[config.mk]
export PLATFORM = sky130hd
export DESIGN_NAME = csv_field_tokenizer_core_flat
export DESIGN_NICKNAME = d
export VERILOG_FILES = /design/src/rtl/core/csvft_pkg.sv /design/src/rtl/core/csvft_req_if.sv /design/src/rtl/core/csvft_rsp_if.sv /design/src/rtl/core/csvft_step.sv /design/src/rtl/core/csv_field_tokenizer_core.sv /design/src/flat_wrapper.sv
export SDC_FILE = /design/constraint.sdc
export NUM_CORES = 1
export LEC_CHECK = 0
export BUFFER_PORTS_ARGS = -buffer_cell sky130_fd_sc_hd__buf_2
export CELL_PAD_IN_SITES_DETAIL_PLACEMENT = 1
export CELL_PAD_IN_SITES_GLOBAL_PLACEMENT = 1
export CORE_MARGIN = 5
export CORE_UTILIZATION = 28
export CTS_CLUSTER_DIAMETER = 80
export DETAILED_ROUTE_END_ITERATION = 16
export PLACE_DENSITY_LB_ADDON = 0.1
export SYNTH_ARGS = -nofsm -noshare
export SYNTH_HDL_FRONTEND = slang
export SYNTH_SLANG_ARGS = --single-unit
export TNS_END_PERCENT = 50
[constraint.sdc]
create_clock -name clock -period 8.39 [get_ports clock]
set_input_delay 0.839 -clock clock [delete_from_list [all_inputs] [get_ports clock]]
set_output_delay 0.839 -clock clock [all_outputs]
set_load 0.01 [all_outputs]
[src/rtl/core/csvft_pkg.sv]
// Shared constants and types for the CSV field tokenizer.
package csvft_pkg;

   localparam int LINE_COUNT_BITS_DEFAULT = 32;

   localparam logic [7:0] CH_COMMA = 8'd44;
   localparam logic [7:0] CH_QUOTE = 8'd34;
   localparam logic [7:0] CH_CR    = 8'd13;
   localparam logic [7:0] CH_LF    = 8'd10;

   localparam logic [1:0] KIND_BYTE   = 2'd0;
   localparam logic [1:0] KIND_FIELD  = 2'd1;
   localparam logic [1:0] KIND_RECORD = 2'd2;

   localparam logic [2:0] MODE_REC_START   = 3'd0;
   localparam logic [2:0] MODE_FIELD_START = 3'd1;
   localparam logic [2:0] MODE_UNQUOTED    = 3'd2;
   localparam logic [2:0] MODE_QUOTED      = 3'd3;
   localparam logic [2:0] MODE_QUOTE_SEEN  = 3'd4;
   localparam logic [2:0] MODE_AFTER_CR    = 3'd5;

   localparam logic [15:0] FIELD_MAX = 16'hFFFF;

   typedef struct packed {
      logic       emit;
      logic [1:0] kind;
      logic [7:0] byte_out;
      logic [2:0] mode_next;
   } step_type;

endpackage

[src/rtl/core/csvft_req_if.sv]
// Input channel: one byte or end-of-input marker per word.
interface csvft_req_if;
   logic       valid;
   logic       ready;
   logic [7:0] byte_in;
   logic       end_of_input;

   modport source (output valid, output byte_in, output end_of_input, input ready);
   modport sink   (input valid, input byte_in, input end_of_input, output ready);
endinterface

[src/rtl/core/csvft_rsp_if.sv]
// Result channel: content byte or field/record end mark per word.
interface csvft_rsp_if;
   logic        valid;
   logic        ready;
   logic [7:0]  byte_out;
   logic [1:0]  kind;
   logic [15:0] field_index;
   logic [31:0] line_count;

   modport source (output valid, output byte_out, output kind, output field_index,
                   output line_count, input ready);
   modport sink   (input valid, input byte_out, input kind, input field_index,
                   input line_count, output ready);
endinterface

[src/rtl/core/csvft_step.sv]
// Parser next-state and result logic for one input word.
module csvft_step #(
   parameter int LINE_BITS = csvft_pkg::LINE_COUNT_BITS_DEFAULT
) (
   input  logic [2:0]           mode,
   input  logic [LINE_BITS-1:0] line_cnt,
   input  logic [15:0]          field_cnt,
   input  logic [7:0]           separator,
   input  logic [7:0]           byte_in,
   input  logic                 end_of_input,
   output csvft_pkg::step_type  step,
   output logic [LINE_BITS-1:0] line_next,
   output logic [15:0]          field_next
);

   logic is_sep, is_cr, is_lf, is_quote;
   logic do_first, do_rest, do_end, line_inc;
   logic [2:0] end_mode;

   assign is_sep   = (byte_in == separator);
   assign is_cr    = (byte_in == csvft_pkg::CH_CR);
   assign is_lf    = (byte_in == csvft_pkg::CH_LF);
   assign is_quote = (byte_in == csvft_pkg::CH_QUOTE);

   always_comb begin
      step.emit      = 1'b0;
      step.kind      = csvft_pkg::KIND_BYTE;
      step.byte_out  = 8'd0;
      step.mode_next = mode;
      field_next     = field_cnt;
      line_inc       = 1'b0;
      do_first       = 1'b0;
      do_rest        = 1'b0;
      do_end         = 1'b0;
      end_mode       = csvft_pkg::MODE_REC_START;

      case (mode)
         csvft_pkg::MODE_AFTER_CR: begin
            // swallow the LF of a CR LF pair
            if (end_of_input || is_lf) begin
               step.mode_next = csvft_pkg::MODE_REC_START;
            end else begin
               do_first = 1'b1;
            end
         end
         csvft_pkg::MODE_FIELD_START: begin
            if (end_of_input) do_end = 1'b1;
            else do_first = 1'b1;
         end
         csvft_pkg::MODE_UNQUOTED: begin
            if (end_of_input) do_end = 1'b1;
            else do_rest = 1'b1;
         end
         csvft_pkg::MODE_QUOTED: begin
            if (end_of_input) begin
               do_end = 1'b1;
            end else if (is_quote) begin
               step.mode_next = csvft_pkg::MODE_QUOTE_SEEN;
            end else begin
               line_inc       = is_lf;
               step.emit      = 1'b1;
               step.byte_out  = byte_in;
               step.mode_next = csvft_pkg::MODE_QUOTED;
            end
         end
         csvft_pkg::MODE_QUOTE_SEEN: begin
            if (end_of_input) begin
               do_end = 1'b1;
            end else if (is_quote) begin
               step.emit      = 1'b1;
               step.byte_out  = csvft_pkg::CH_QUOTE;
               step.mode_next = csvft_pkg::MODE_QUOTED;
            end else begin
               do_rest = 1'b1;
            end
         end
         default: begin
            if (end_of_input) step.mode_next = csvft_pkg::MODE_REC_START;
            else do_first = 1'b1;
         end
      endcase

      if (do_first) begin
         if (is_quote) step.mode_next = csvft_pkg::MODE_QUOTED;
         else do_rest = 1'b1;
      end

      if (do_rest) begin
         if (is_sep) begin
            step.emit      = 1'b1;
            step.kind      = csvft_pkg::KIND_FIELD;
            step.mode_next = csvft_pkg::MODE_FIELD_START;
            if (field_cnt != csvft_pkg::FIELD_MAX) field_next = field_cnt + 16'd1;
         end else if (is_cr) begin
            do_end   = 1'b1;
            end_mode = csvft_pkg::MODE_AFTER_CR;
         end else if (is_lf) begin
            do_end = 1'b1;
         end else begin
            step.emit      = 1'b1;
            step.byte_out  = byte_in;
            step.mode_next = csvft_pkg::MODE_UNQUOTED;
         end
      end

      if (do_end) begin
         line_inc       = 1'b1;
         step.emit      = 1'b1;
         step.kind      = csvft_pkg::KIND_RECORD;
         step.mode_next = end_mode;
         field_next     = 16'd0;
      end

      line_next = line_inc ? line_cnt + LINE_BITS'(1) : line_cnt;
   end

endmodule

[src/rtl/core/csv_field_tokenizer_core.sv]
// Top level of the CSV field tokenizer: state, separator and result registers.
// A result is registered and appears on rsp_chan in the cycle after its input word is accepted.
// Throughput: one input word per cycle; the combinational parser update feeds the
//    result register, and req_chan.ready stays high while that register is empty or taken.
// Reset (synchronous): mode returns to record start, line and field counters clear,
//    separator returns to comma and no result is pending.
module csv_field_tokenizer_core #(
   parameter int LINE_COUNT_BITS = csvft_pkg::LINE_COUNT_BITS_DEFAULT
) (
   input  logic        clock,
   input  logic        reset,
   csvft_req_if.sink   req_chan,
   csvft_rsp_if.source rsp_chan,
   input  logic        csr_write_enable,
   input  logic [7:0]  csr_write_data
);

   logic [2:0]                 mode_ff, mode_in;
   logic [LINE_COUNT_BITS-1:0] line_ff, line_in;
   logic [15:0]                field_ff, field_in;
   logic [7:0]                 sep_ff, sep_in;
   logic                       rsp_valid_ff, rsp_valid_in;
   logic [7:0]                 rsp_byte_ff;
   logic [1:0]                 rsp_kind_ff;
   logic [15:0]                rsp_field_ff;
   logic [31:0]                rsp_line_ff;
   logic                       accept;
   csvft_pkg::step_type        step;
   logic [LINE_COUNT_BITS-1:0] line_next;
   logic [15:0]                field_next;

   csvft_step #(.LINE_BITS(LINE_COUNT_BITS)) u_step (
      .mode         (mode_ff),
      .line_cnt     (line_ff),
      .field_cnt    (field_ff),
      .separator    (sep_ff),
      .byte_in      (req_chan.byte_in),
      .end_of_input (req_chan.end_of_input),
      .step         (step),
      .line_next    (line_next),
      .field_next   (field_next)
   );

   // take a new word whenever the result register is free or being drained
   assign req_chan.ready = !rsp_valid_ff || rsp_chan.ready;
   assign accept         = req_chan.valid && req_chan.ready;

   always_comb begin
      mode_in  = accept ? step.mode_next : mode_ff;
      line_in  = accept ? line_next : line_ff;
      field_in = accept ? field_next : field_ff;
      sep_in   = csr_write_enable ? csr_write_data : sep_ff;
      if (accept) rsp_valid_in = step.emit;
      else if (rsp_chan.ready) rsp_valid_in = 1'b0;
      else rsp_valid_in = rsp_valid_ff;
   end

   always_ff @(posedge clock) begin
      if (reset) begin
         mode_ff      <= csvft_pkg::MODE_REC_START;
         line_ff      <= '0;
         field_ff     <= 16'd0;
         sep_ff       <= csvft_pkg::CH_COMMA;
         rsp_valid_ff <= 1'b0;
      end else begin
         mode_ff      <= mode_in;
         line_ff      <= line_in;
         field_ff     <= field_in;
         sep_ff       <= sep_in;
         rsp_valid_ff <= rsp_valid_in;
      end
   end

   always_ff @(posedge clock) begin
      if (accept) begin
         rsp_byte_ff  <= step.byte_out;
         rsp_kind_ff  <= step.kind;
         rsp_field_ff <= field_ff;
         rsp_line_ff  <= 32'(line_next);
      end
   end

   assign rsp_chan.valid       = rsp_valid_ff;
   assign rsp_chan.byte_out    = rsp_byte_ff;
   assign rsp_chan.kind        = rsp_kind_ff;
   assign rsp_chan.field_index = rsp_field_ff;
   assign rsp_chan.line_count  = rsp_line_ff;

`ifndef SYNTHESIS
   a_kind_legal: assert property (@(posedge clock) disable iff (reset)
      rsp_valid_ff |-> (rsp_kind_ff == csvft_pkg::KIND_BYTE ||
                        rsp_kind_ff == csvft_pkg::KIND_FIELD ||
                        rsp_kind_ff == csvft_pkg::KIND_RECORD))
      else $error("result kind out of range");

   a_mark_no_byte: assert property (@(posedge clock) disable iff (reset)
      (rsp_valid_ff && rsp_kind_ff != csvft_pkg::KIND_BYTE) |-> (rsp_byte_ff == 8'd0))
      else $error("end mark carries a nonzero byte");

   a_record_clears_field: assert property (@(posedge clock) disable iff (reset)
      (accept && step.emit && step.kind == csvft_pkg::KIND_RECORD) |=> (field_ff == 16'd0))
      else $error("field index not cleared at record end");

   a_line_holds_idle: assert property (@(posedge clock) disable iff (reset)
      !accept |=> $stable(line_ff))
      else $error("line counter moved without an accepted word");
`endif

endmodule

[src/flat_wrapper.sv]
// flat-port wrapper written by rule: the top's interface ports become plain ports
module csv_field_tokenizer_core_flat 
#(
   parameter int LINE_COUNT_BITS = csvft_pkg::LINE_COUNT_BITS_DEFAULT
)
  (clock, reset, csr_write_enable, csr_write_data, req_chan_valid, req_chan_byte_in, req_chan_end_of_input, req_chan_ready, rsp_chan_valid, rsp_chan_byte_out, rsp_chan_kind, rsp_chan_field_index, rsp_chan_line_count, rsp_chan_ready);
  csvft_req_if req_chan_i ();
  csvft_rsp_if rsp_chan_i ();
  input  logic clock;
  input  logic reset;
  input  logic csr_write_enable;
  input  logic [7:0] csr_write_data;
  input wire logic [$bits(req_chan_i.valid)-1:0] req_chan_valid;
  input wire logic [$bits(req_chan_i.byte_in)-1:0] req_chan_byte_in;
  input wire logic [$bits(req_chan_i.end_of_input)-1:0] req_chan_end_of_input;
  output wire logic [$bits(req_chan_i.ready)-1:0] req_chan_ready;
  output wire logic [$bits(rsp_chan_i.valid)-1:0] rsp_chan_valid;
  output wire logic [$bits(rsp_chan_i.byte_out)-1:0] rsp_chan_byte_out;
  output wire logic [$bits(rsp_chan_i.kind)-1:0] rsp_chan_kind;
  output wire logic [$bits(rsp_chan_i.field_index)-1:0] rsp_chan_field_index;
  output wire logic [$bits(rsp_chan_i.line_count)-1:0] rsp_chan_line_count;
  input wire logic [$bits(rsp_chan_i.ready)-1:0] rsp_chan_ready;
  assign req_chan_i.valid = req_chan_valid;
  assign req_chan_i.byte_in = req_chan_byte_in;
  assign req_chan_i.end_of_input = req_chan_end_of_input;
  assign req_chan_ready = req_chan_i.ready;
  assign rsp_chan_valid = rsp_chan_i.valid;
  assign rsp_chan_byte_out = rsp_chan_i.byte_out;
  assign rsp_chan_kind = rsp_chan_i.kind;
  assign rsp_chan_field_index = rsp_chan_i.field_index;
  assign rsp_chan_line_count = rsp_chan_i.line_count;
  assign rsp_chan_i.ready = rsp_chan_ready;
  csv_field_tokenizer_core #(.LINE_COUNT_BITS(LINE_COUNT_BITS)) u_core (.clock(clock), .reset(reset), .req_chan(req_chan_i), .rsp_chan(rsp_chan_i), .csr_write_enable(csr_write_enable), .csr_write_data(csr_write_data));
endmodule
=== Yosys cells after proc, flatten, opt, wreduce, memory -nomap -nowiden ===
Index checks and enable logic that the tools add are counted.

* Flip-flop bits (word level): 118
* Input bits: 22
* Output and inout port bits: 60
* Word-level logic and storage cells: 91

* Add/subtract/negate cells: 2
* Eq/ne operators: 10
* Multiplexer cells: 55
* Bitwise operators: 1
* Reduce and logical (&&, ||, !) cells: 13

{| class="wikitable"
|+ Operators by type and width
! kind !! count
|-
| $mux 16 || 4
|-
| $mux 11 || 5
|-
| $mux 3 || 11
|-
| $add 32x1->32 const B || 1
|-
| $mux 32 || 1
|-
| $mux 1 || 24
|-
| $mux 9 || 2
|-
| $add 16x1->16 const B || 1
|-
| $eq 8x4->1 const B || 2
|-
| $mux 8 || 2
|-
| $ne 16x16->1 const B || 1
|-
| $pmux 8 s2 || 1
|-
| $mux 14 || 1
|-
| $pmux 3 s4 || 1
|-
| $eq 8x6->1 const B || 1
|-
| $eq 8x8->1 || 1
|-
| $reduce_bool 2->1 || 4
|-
| $eq 3x2->1 const B || 2
|-
| $eq 3x3->1 const B || 2
|-
| $pmux 1 s2 || 3
|-
| $reduce_and 4->1 || 1
|-
| $reduce_or 2->1 || 2
|-
| $reduce_or 4->1 || 1
|-
| $eq 3x1->1 const B || 1
|-
| 5 further kinds || 6
|}

=== Depth between registers and ports, before layout ===
* Word-level depth: 13
* Gate-level depth with buffers: 10
* Depth with buffers taken out: 7

=== By module ===
From an unflattened synthesis, not the netlist that was laid out.

* Cell total of the unflattened synthesis: 600
* Area total of the unflattened synthesis: 6278.5 um2

{| class="wikitable"
|+ Modules (own cells, without submodules)
! module !! instances !! cells each !! area each (um2) !! sequential area each (um2)
|-
| csv_field_tokenizer_core || 1 || 322 || 4518.1 || 2942.8
|-
| csvft_step || 1 || 278 || 1760.4 || 0.0
|}

=== Worst setup path after synthesis ===
OpenSTA, ideal clock, no wires.

* Path type: input to register
* Start: in rsp_chan_ready
* End: reg u_core.line_ff[20]
* Library setup time: 0.121 ns
* Arrival: 3.631 ns
* Required time: 8.269 ns
* Setup slack: 4.639 ns
* Stages on the path: 6
* Buffers on the path: 1
* Path through: nand2b_1 nand2_1 inv_1 buf_1 nand3_1 mux2_2

* Cells in the longest elaborated chain, start to end: 2

{| class="wikitable"
|+ RTL lines
! what !! line !! RTL
|-
| from (decl) || flat_wrapper.sv:22 || <nowiki>input wire logic [$bits(rsp_chan_i.ready)-1:0] rsp_chan_ready;</nowiki>
|-
| $logic_or 1x1->1 || csv_field_tokenizer_core.sv:45 || <nowiki>assign req_chan.ready = !rsp_valid_ff || rsp_chan.ready;</nowiki>
|-
| $logic_and 1x1->1 || csv_field_tokenizer_core.sv:46 || <nowiki>assign accept = req_chan.valid && req_chan.ready;</nowiki>
|-
| named net u_core.accept || csv_field_tokenizer_core.sv:27 || <nowiki>logic accept;</nowiki>
|-
| to (signal assigned) || csv_field_tokenizer_core.sv:67 || <nowiki>line_ff <= line_in;</nowiki>
|-
| to (decl) || csv_field_tokenizer_core.sv:19 || <nowiki>logic [LINE_COUNT_BITS-1:0] line_ff, line_in;</nowiki>
|}

The timed path passes the listed nets, and every way through them passes these cells.
A chain may end at the register's enable or synchronous reset.

=== Final worst setup path ===
* Start: reg u_core.line_ff[0]
* End: reg u_core.line_ff[26]

* Cells in the longest elaborated chain, start to end: 2

{| class="wikitable"
|+ RTL lines
! what !! line !! RTL
|-
| $add 32x1->32 || csvft_step.sv:114 || <nowiki>line_next = line_inc ? line_cnt + LINE_BITS'(1) : line_cnt;</nowiki>
|-
| $mux 32 || csvft_step.sv:114 ||
|}

Every way passes these cells.

==> metrics <==
status=completed; die width=153.9 microns; routed via count=4771; Layout Nets=667; Crit Path Max Fanout=7; Commonest cells post-synth=60 x dfxtp_1, 58 x edfxtp_1, 47 x a21oi_1, 40 x nor2_1, 36 x o31ai_1; row count=52; H-tree depth=4; Distinct cells, synth=59; Avg Cell Area, Syn=10.09 sq um; EDFF count, synth=58; WP data required=8.70 ns; final setup violating endpoints=0; Max Fclk=316.3 MHz; FF+latch count, synth=118; Ports=82; total track usage=13.64%; WP buf/inv=0; Async SR Flop Fraction=0%; worst skew pair latency=0.42 ns; ys flop type=dfxtp_1; DRT iter0 DRCs=265; highest metal used=met4; top-count cell post-synth=dfxtp_1; Post-Syn Area=5794 sq um; Setup crit end kind=register; min cycle time layout=3.162 ns; Post-Syn Nets=598; Worst Tran Pin Value=1.002 ns; fill cell count=2340; Setup crit start kind=register; Post-Synthesis Cells=574; ANT cells=0; I/O Buffers=81; Synth top area share=30.06%; Vias/cell=5.152; Post-CTS Setup Inserts=0; CP peak stage delay=0.54 ns; RSZ-0062 raised after global routing=no; sequential cell area fraction in the yosys report=50.79%; wire length on met3=554 microns; die height=153.9 microns; worst path cell trace=ha_1 > nand3_1 > or3_1 > nor4_2 > nand2_1 > nor4_1 > mux2_2; TritonCTS clock tree=yes; Core Box Area=20300 sq um; LEAKAGE=2.525 nW; Yosys warning total=0; Fin. Hold Viols=0; post-CTS sizing=0; DRC violations left=0; Inserted Clock Buffers=17; Critical Path AT=3.47 ns; Fin Setup TNS=0 ns; Detail Route Antenna Nets=0; FF/Latch Area=2943 sq um; wire length of the first global-routing pass=26410 microns; Clock Tree Buf Depth=2; worst setup margin=5.228 ns; Hold Path Class=register to register; Multi-input gate area=2653 sq um; HPWL Detailed=10790 microns; Final period util=37.68%; # Max-Cap Violations=0; CP top delay family=simple AND/OR/NAND/NOR gates; Reg clk slew, reported paths=0.06 ns; Setup CP Type=register to register; Slew Limit Headroom=33.23%; gr ovfl total=0; vias in the first global route=4895; cell taking the most area after synthesis=edfxtp_1; hold_buf cts=0; starting density of the core=28.54%; synth top area cells=edfxtp_1 30%, dfxtp_1 21%, o31ai_1 4.7%; pre-CTS setup slack=4.853 ns; GPL Wtd Cong=0.8268; total detailed-routing wirelength=15860 microns; VDD IR-drop max=128.1 uV; largest net degree at the start of global routing=81; Clock Sinks=118; Root Buffer Master=clkbuf_16; DRT met1 WL=7552 microns; routed length on met2=7524 microns; Crit-path slowest cell=nor4_2; DRT Pass-1 Iters=4; PwrDens=209.4 nW/um^2; area grow syn2layout=20.54%; DR WL/cell=17.13 microns; full die area=23670 sq um; initial antenna violation count=0; layout cell share with drive strength beyond 1=20.27%; Worst Skew=0.009348 ns; Pins Over Slew Limit=0
cells in the final DEF (no fill, tap or decap), types with 6 or more instances in the layout:
cell type,count
buf_2,81
dfxtp_1,60
edfxtp_1,58
a21oi_1,47
nor2_1,40
o31ai_1,36
nand2_1,35
or4_1,35
nand3_1,25
xor2_1,24
clkbuf_16,17
nand4_1,16
xnor2_1,16
nor3_1,15
nor2b_1,12
o21ai_0,11
inv_1,10
and3_1,10
nand2b_1,8
or3_1,6
nor4_1,6
and2_1,6
mux2_2,6
area by class of cell:
type / instances / share of cell area, %
inverters: 11 / 0.5912
well taps: 270 / 4.837
clock buffers: 17 / 6.091
multi-input cells: 411 / 37.98
flip-flops and latches: 118 / 42.14
repair buffers: 84 / 6.127
clock inverters: 15 / 2.239
metal layers:
metal	track usage [%]	vias up
met2	21.68	73
met1	18.20	2359
met3	3.035	17
met4	5.088	0
li1	-	2322
met5	0	-
final timing paths:
kind	cells after the start	from	slack, ns	endpoint
worst min-delay path	0	u_core.field_ff[12]	0.50	u_core.rsp_chan.field_index[12]
worst max register to register	7	u_core.line_ff[0]	5.23	u_core.line_ff[26]
worst min register to register	0	u_core.field_ff[12]	0.50	u_core.rsp_chan.field_index[12]
worst max-delay path	7	u_core.line_ff[0]	5.23	u_core.line_ff[26]
cells by family (layout without fill, tap and decap cells):
family          Yosys count  after routing  share of synthesized area, %
compound gates          127            127                         14.81
xor+xnor                 40             40                         6.046
fa+ha+maj                 2              2                        0.4318
buf+inv                  45            127                         3.433
flops                   118            118                         50.79
mux                      11             11                         2.030
simple gates            231            231                         22.46
per-stage QoR:
stage | power, W | area, sq um | hold slack (ns) | utilization, % | std cells
after floorplan | 0.0007198 | 5794 | 0.4064 | - | 574
after global placement | 0.0007580 | 6402 | 0.4630 | 31.54 | 894
after detailed placement | 0.0007600 | 6402 | 0.4732 | 31.54 | 894
after CTS | 0.001490 | 6984 | 0.4869 | 34.41 | 926
after global routing | 0.001527 | 6984 | 0.5222 | 34.41 | 926
final | 0.001463 | 6984 | 0.4965 | 34.41 | 926
state kept, by name, indices dropped and copies added, names as in the netlist:
register,count
u_core.sep_ff,8
u_core.rsp_chan.line_count,32
u_core.rsp_chan.valid,1
u_core.field_ff,16
u_core.rsp_chan.kind,2
u_core.rsp_chan.field_index,16
u_core.rsp_chan.byte_out,8
u_core.mode_ff,3
u_core.line_ff,32
report_power, final:
part,internal (W),total (W),switching (W)
registers,0.000624,0.000634,0.00000980
clock network,0.000438,0.000718,0.000280
logic,0.0000332,0.000111,0.0000779
(Power assumes the default switching activity.)
